[config.mk]
export PLATFORM = sky130hd
export DESIGN_NAME = radix_digit_conversion
export DESIGN_NICKNAME = d
export VERILOG_FILES = /design/src/rtl/core/rdc_pkg.sv /design/src/rtl/core/rdc_cell.sv /design/src/rtl/core/radix_digit_conversion.sv
export SDC_FILE = /design/constraint.sdc
export NUM_CORES = 1
export LEC_CHECK = 0
export BUFFER_PORTS_ARGS = -buffer_cell sky130_fd_sc_hd__buf_2
export CORE_MARGIN = 4
export CORE_UTILIZATION = 60
export CTS_BUF_LIST = sky130_fd_sc_hd__clkbuf_16
export DETAILED_ROUTE_END_ITERATION = 16
export PLACE_DENSITY_LB_ADDON = 0.3
export SYNTH_ARGS = -nofsm -noshare
export SYNTH_HDL_FRONTEND = slang
export SYNTH_SLANG_ARGS = --single-unit
[constraint.sdc]
create_clock -name clk -period 5.1 [get_ports clk]
set_clock_uncertainty 0.15 [all_clocks]
set_input_delay 0.255 -clock clk [delete_from_list [all_inputs] [get_ports clk]]
set_output_delay 0.255 -clock clk [all_outputs]
set_load 0.005 [all_outputs]
[src/rtl/core/rdc_pkg.sv]
`default_nettype none

package rdc_pkg;

  localparam int BASE_W  = 4;
  localparam int DIGIT_W = 4;

  localparam logic [BASE_W-1:0] BASE_MIN = 4'd2;
  localparam logic [BASE_W-1:0] BASE_MAX = 4'd9;

  typedef struct packed {
    logic clr;
    logic conv;
    logic shift;
  } cell_ctrl_t;

endpackage

`default_nettype wire

[src/rtl/core/rdc_cell.sv]
`default_nettype none

module rdc_cell (
  input  wire logic                        clk,
  input  wire logic                        rst,
  input  wire rdc_pkg::cell_ctrl_t         ctrl,
  input  wire logic [rdc_pkg::BASE_W-1:0]  base,
  input  wire logic                        carry_in,
  input  wire logic                        vld_in,
  input  wire logic [rdc_pkg::DIGIT_W-1:0] digit_in,
  output logic                             carry,
  output logic                             vld,
  output logic [rdc_pkg::DIGIT_W-1:0]      digit
);
  import rdc_pkg::*;

  logic [DIGIT_W:0]   dbl;
  logic               ge;
  logic [DIGIT_W-1:0] digit_next;

  // digit*2 + carry, folded back below the base
  always_comb begin
    dbl        = {digit, carry_in};
    ge         = dbl >= {1'b0, base};
    digit_next = ge ? DIGIT_W'(dbl - {1'b0, base}) : dbl[DIGIT_W-1:0];
  end

  always_ff @(posedge clk) begin
    if (rst) begin
      carry <= 1'b0;
      vld   <= 1'b0;
    end else if (ctrl.clr) begin
      carry <= 1'b0;
      vld   <= 1'b0;
    end else if (ctrl.conv) begin
      carry <= vld_in & ge;
      vld   <= vld_in;
    end
  end

  always_ff @(posedge clk) begin
    if (ctrl.clr) begin
      digit <= '0;
    end else if (ctrl.conv && vld_in) begin
      digit <= digit_next;
    end else if (ctrl.shift) begin
      digit <= digit_in;
    end
  end

endmodule

`default_nettype wire

[src/rtl/core/radix_digit_conversion.sv]
// radix_digit_conversion: converts a non-negative integer to its digits in
// base 2..9 (base below 2 is taken as 2, above 9 as 9).
// Input stream s_*: one transfer per value; s_tdata holds value (low
// VALUE_BITS bits) then the 4-bit base. Output stream m_*: one transfer per
// digit, most significant first; m_tlast marks the least significant digit.
// A zero value gives a single digit 0 with m_tlast set.
// Bits enter a row of DIGIT_SLOTS digit cells MSB first; each cell doubles
// its digit and adds its neighbor's registered carry, and S_CONV runs until
// the row has settled. The row then shifts toward the top cell, one slot
// per cycle unless a digit to send waits on the output, dropping leading
// zeros and sending the rest. The next value is taken once the last digit
// is in the output register. When the receiver holds m_tready low, the row
// stops at the next digit to send, with the pending digit held in the
// output register. Reset returns the block to idle with no output pending.
`default_nettype none

module radix_digit_conversion #(
  parameter int DIGIT_SLOTS = 32,
  parameter int VALUE_BITS  = 31
) (
  input  wire logic                                  clk,
  input  wire logic                                  rst,
  input  wire logic                                  s_tvalid,
  output logic                                       s_tready,
  // value, base
  input  wire logic [((VALUE_BITS+rdc_pkg::BASE_W+7)/8)*8-1:0] s_tdata,
  output logic                                       m_tvalid,
  input  wire logic                                  m_tready,
  // digit
  output logic [7:0]                                 m_tdata,
  output logic                                       m_tlast
);
  import rdc_pkg::*;

  localparam int CNT_W  = $clog2(VALUE_BITS + DIGIT_SLOTS);
  localparam int SLOT_W = $clog2(DIGIT_SLOTS);

  typedef enum logic [1:0] {S_IDLE, S_CONV, S_EMIT} state_t;

  state_t                  state;
  logic [VALUE_BITS-1:0]   value_sr;
  logic [BASE_W-1:0]       base_r;
  logic [BASE_W-1:0]       base_in;
  logic [BASE_W-1:0]       base_c;
  logic [CNT_W-1:0]        cnt;
  logic [SLOT_W-1:0]       slot;
  logic                    ovf;
  logic                    started;

  logic                    accept;
  logic                    feed;
  logic                    load_ok;
  logic                    keep;
  logic                    load;
  logic                    shift_en;
  cell_ctrl_t              ctrl;

  logic [DIGIT_W-1:0]      digit_w [DIGIT_SLOTS];
  logic                    carry_w [DIGIT_SLOTS];
  logic                    vld_w   [DIGIT_SLOTS];

  always_comb begin
    base_in = s_tdata[VALUE_BITS +: BASE_W];
    if (base_in < BASE_MIN) begin
      base_c = BASE_MIN;
    end else if (base_in > BASE_MAX) begin
      base_c = BASE_MAX;
    end else begin
      base_c = base_in;
    end
  end

  assign s_tready = (state == S_IDLE);
  assign accept   = s_tvalid && s_tready;
  assign feed     = (state == S_CONV) && (cnt < CNT_W'(VALUE_BITS));
  assign load_ok  = !m_tvalid || m_tready;
  assign keep     = started || ovf || (digit_w[DIGIT_SLOTS-1] != '0) || (slot == '0);
  assign load     = (state == S_EMIT) && keep && load_ok;
  assign shift_en = (state == S_EMIT) && (!keep || load_ok);

  assign ctrl.clr   = accept;
  assign ctrl.conv  = (state == S_CONV);
  assign ctrl.shift = shift_en;

  for (genvar i = 0; i < DIGIT_SLOTS; i++) begin : g_cell
    if (i == 0) begin : g_first
      rdc_cell u_cell (
        .clk      (clk),
        .rst      (rst),
        .ctrl     (ctrl),
        .base     (base_r),
        .carry_in (value_sr[VALUE_BITS-1]),
        .vld_in   (feed),
        .digit_in ('0),
        .carry    (carry_w[i]),
        .vld      (vld_w[i]),
        .digit    (digit_w[i])
      );
    end else begin : g_next
      rdc_cell u_cell (
        .clk      (clk),
        .rst      (rst),
        .ctrl     (ctrl),
        .base     (base_r),
        .carry_in (carry_w[i-1]),
        .vld_in   (vld_w[i-1]),
        .digit_in (digit_w[i-1]),
        .carry    (carry_w[i]),
        .vld      (vld_w[i]),
        .digit    (digit_w[i])
      );
    end
  end

  always_ff @(posedge clk) begin
    if (rst) begin
      state    <= S_IDLE;
      cnt      <= '0;
      slot     <= '0;
      ovf      <= 1'b0;
      started  <= 1'b0;
      m_tvalid <= 1'b0;
    end else begin
      if (load) begin
        m_tvalid <= 1'b1;
      end else if (m_tready) begin
        m_tvalid <= 1'b0;
      end
      case (state)
        S_IDLE: begin
          if (accept) begin
            value_sr <= s_tdata[VALUE_BITS-1:0];
            base_r   <= base_c;
            cnt      <= '0;
            ovf      <= 1'b0;
            started  <= 1'b0;
            state    <= S_CONV;
          end
        end
        S_CONV: begin
          value_sr <= {value_sr[VALUE_BITS-2:0], 1'b0};
          // carry out of the top cell: digits beyond the row are dropped
          ovf      <= ovf | carry_w[DIGIT_SLOTS-1];
          cnt      <= cnt + 1'b1;
          if (cnt == CNT_W'(VALUE_BITS + DIGIT_SLOTS - 1)) begin
            slot  <= SLOT_W'(DIGIT_SLOTS - 1);
            state <= S_EMIT;
          end
        end
        S_EMIT: begin
          if (load) begin
            m_tdata  <= {{(8-DIGIT_W){1'b0}}, digit_w[DIGIT_SLOTS-1]};
            m_tlast  <= (slot == '0);
            started  <= 1'b1;
          end
          if (shift_en) begin
            slot <= slot - 1'b1;
            if (slot == '0) begin
              state <= S_IDLE;
            end
          end
        end
        default: begin
          state <= S_IDLE;
        end
      endcase
    end
  end

endmodule

`default_nettype wire
==> implementation parameters <==
Parameter                              Value

STA
  Transition time of the tightest slew-check pin    1200 ps
  Setup violations, final    0
  Post-route setup TNS    0 ps
  RSZ-0062 raised after global routing    no
  Number of endpoints with negative hold slack in the final report    0
  Final clock period utilization by the worst path    65.8%
  Fmax    298 MHz
  Max-slew headroom at the worst pin    20.0%
  Number of max-slew violations in the final report    0
  Post-layout min period    3350 ps

Critical path
  CP peak stage delay    1140 ps
  Maximum fanout along the worst path    18
  CP Cell Sequence    buf_4, ha_1, nand4_1, and2_1, nor2b_1, mux2_2, a211oi_1
  Category of the critical setup timing path    reg2reg
  Critical Path End Type    flip-flop
  Startpoint types    flip-flop
  Setup slack of the most critical reg-to-reg path    1750 ps
  WP data required    5390 ps
  Master of the slowest instance on the critical path    sky130_fd_sc_hd__edfxtp_1
  Worst endpoint data arrival time    3640 ps

Route
  Average detailed-routed wire length per instance    19.0 um
  Mean number of vias per cell    6.46
  Number of vias after detailed routing    14400
  Antenna-violating nets left    0
  Routed WL    42200 um
  DRC    0
  Number of DRC markers in iteration 0    1200
  Number of search-and-repair iterations in the first detailed-routing pass    8

Floorplan
  I/O pin count    55
  Number of placement rows    59
  Effective utilization at floorplan    61.6%
  Height of the chip    172 um
  Area of the die    29700 um2
  Core Footprint    26300 um2
  Die X    172 um

GRT
  Sum of overflow across all layers after global routing    0
  Gr usage total    28.1%
  Wire length of the first global-routing pass    70100 um
  Largest net degree at the start of global routing    85
  Via count of the first global-routing pass    14300
  Initial antenna violation count    0

Clocking
  CTS tree    done
  Worst-path clk slew    70 ps
  Clock Tree Root    sky130_fd_sc_hd__clkbuf_16
  Max H-tree Level    1
  Clock Sinks    247
  Number of setup buffers added after CTS    0
  Clock latency on the worst-skew pair    550 ps
  TritonCTS buffer count    27
  Clock Path Buffers    3

Min path
  Type of the tightest min-delay check    in2reg

Place
  IO Port Bufs    45
  Cell Count Post-Placement    2129
  DP Wirelength    25500 um
  Routability Congestion    0.836
  Instance area after placement    16600 um2

Power
  Peak supply drop    0.190 mV
  Power density over the cells    251 nW/um2
  Leakage power figure    7.42 nW

Layout
  Core occupancy in the finished layout    67.8%
  Non-filler instance count after layout    2221
  Nets    2069
  Fillers    2021
  Share of layout cells above drive strength 1    9.88%
  Register area    5350 um2
  Relative area change from synthesis to final layout    10.0%
  Post-route cell area    17800 um2
  Multi-input gate area in the final layout    10100 um2

Logic synthesis
  Async SR Flop Fraction    0%
  Number of cells produced by synthesis    1844
  Share of the synthesized area in the top cell type    25.6%
  Number of synthesized flops with an enable pin    40
  Most common library cells after synthesis    sky130_fd_sc_hd__dfxtp_1, sky130_fd_sc_hd__nand2_1, sky130_fd_sc_hd__a211oi_1
  Synth Area per Inst    8.78 um2
  Sequential element share of the synthesized area    33.0%
  Total number of yosys warnings    0
  Number of storage elements in the synthesis netlist    247
  Most used DFF post-synth    sky130_fd_sc_hd__dfxtp_1
  Synth Cell Area    16200 um2
  Top cells by area, synth    sky130_fd_sc_hd__dfxtp_1, sky130_fd_sc_hd__ha_1, sky130_fd_sc_hd__a211oi_1
  Number of distinct library cell variants in the gate-level netlist after synthesis    56
  Cell taking the most area after synthesis    sky130_fd_sc_hd__dfxtp_1
  Most frequent cell after synthesis    sky130_fd_sc_hd__dfxtp_1

Flow run
  Number of max-cap violations    0

Outcome
  Result of the run    finished clean
-- power breakdown --
part,switching (mW),leakage [nW],internal [mW]
clock network,0.827,0.442,1.05
logic,0.325,4.94,0.211
registers,0.0284,2.05,2.02
-- flip-flops by register name, summed over array words and instances, names as in the netlist --
register / flops
base_r: 4
cnt: 6
g_cell.g_first.u_cell.carry: 1
g_cell.g_first.u_cell.digit: 4
g_cell.g_first.u_cell.vld: 1
g_cell.g_next.u_cell.carry: 31
g_cell.g_next.u_cell.digit: 124
g_cell.g_next.u_cell.vld: 30
m_tdata: 4
m_tlast: 1
m_tvalid: 1
ovf: 1
slot: 5
started: 1
state: 2
value_sr: 31
-- path summary, 6_finish.rpt --
check            start                                end  depth (start not counted)
max          base_r[0]  g_cell[10].g_next.u_cell.digit[0]                          7
min           s_tvalid  g_cell[28].g_next.u_cell.digit[2]                          3
max reg2reg  base_r[0]  g_cell[10].g_next.u_cell.digit[0]                          7
min reg2reg    started                            started                          2
-- placed cells by master (no fill, tap or decap), types with 16 or more instances in the layout --
cell / instances
sky130_fd_sc_hd__or2_2: 22
sky130_fd_sc_hd__buf_4: 16
sky130_fd_sc_hd__ha_1: 131
sky130_fd_sc_hd__mux2_2: 33
sky130_fd_sc_hd__a21oi_1: 66
sky130_fd_sc_hd__nor2b_1: 53
sky130_fd_sc_hd__nand4_1: 39
sky130_fd_sc_hd__and2_1: 53
sky130_fd_sc_hd__nand2_1: 189
sky130_fd_sc_hd__a31oi_1: 29
sky130_fd_sc_hd__a211oi_1: 177
sky130_fd_sc_hd__a2bb2oi_1: 28
sky130_fd_sc_hd__and3_1: 57
sky130_fd_sc_hd__dlygate4sd3_1: 39
sky130_fd_sc_hd__fa_1: 32
sky130_fd_sc_hd__nor2_1: 144
sky130_fd_sc_hd__inv_1: 100
sky130_fd_sc_hd__a221oi_1: 24
sky130_fd_sc_hd__edfxtp_1: 40
sky130_fd_sc_hd__nand3_1: 17
sky130_fd_sc_hd__o22ai_1: 23
sky130_fd_sc_hd__xor2_1: 35
sky130_fd_sc_hd__buf_2: 45
sky130_fd_sc_hd__o221a_2: 22
sky130_fd_sc_hd__o21ai_0: 44
sky130_fd_sc_hd__clkbuf_16: 27
sky130_fd_sc_hd__dfxtp_1: 207
sky130_fd_sc_hd__mux2i_1: 67
-- critical path, delay by kind of cell, from the launching register on --
family	cells	cell delay, ps
flip-flops	1	1140
buffers and inverters	1	390
adder cells (fa/ha/maj)	1	280
AO/OA/AOI/OAI	1	250
multiplexers	1	390
AND/OR/NAND/NOR	3	630
-- cell type report --
class | count | share of cell area (%)
flip-flops and latches | 247 | 30.0
repair buffers | 102 | 4.36
inverters | 93 | 1.97
clock buffers | 27 | 3.79
clock inverters | 23 | 0.829
diodes | 3 | 0.0422
well taps | 335 | 2.35
multi-input cells | 1391 | 56.6
-- through the flow --
stage,total power [mW],setup slack [ps],hold WS (ps)
6_report,4.47,1750,61.6
5_1_grt,4.61,1590,85.8
4_1_cts,4.47,1810,41.4
3_5_place_dp,2.59,1850,305
3_3_place_gp,2.57,1910,295
2_1_floorplan,2.46,936,272
-- cells by family (layout without fill, tap and decap cells) --
group | Yosys count | in the layout | synth area share, %
flip-flops | 247 | 247 | 33.0
adder cells (fa/ha/maj) | 163 | 163 | 14.1
multiplexers | 100 | 100 | 6.44
other | 1 | 7 | 0.0232
buffers and inverters | 209 | 245 | 5.02
XOR/XNOR | 35 | 35 | 1.89
AO/OA/AOI/OAI | 459 | 459 | 20.3
AND/OR/NAND/NOR | 630 | 630 | 19.2
-- routing by layer --
layer	track usage, %	share of wire [%]	up-vias	wire (um)
met1	37.0	42	6864	17500
met3	3.64	7.3	107	3080
li1	-	-	6822	-
met4	8.75	2.9	0	1230
met5	0	0	-	0
met2	48.2	48	563	20400
-- what timing repair did --
item	4_1_cts	5_1_grt
endpoints found under the hold margin	49	0
hold buffers	39	0
gates resized for setup	0	0
setup endpoints to repair	0	0
(Power assumes the default switching activity.)
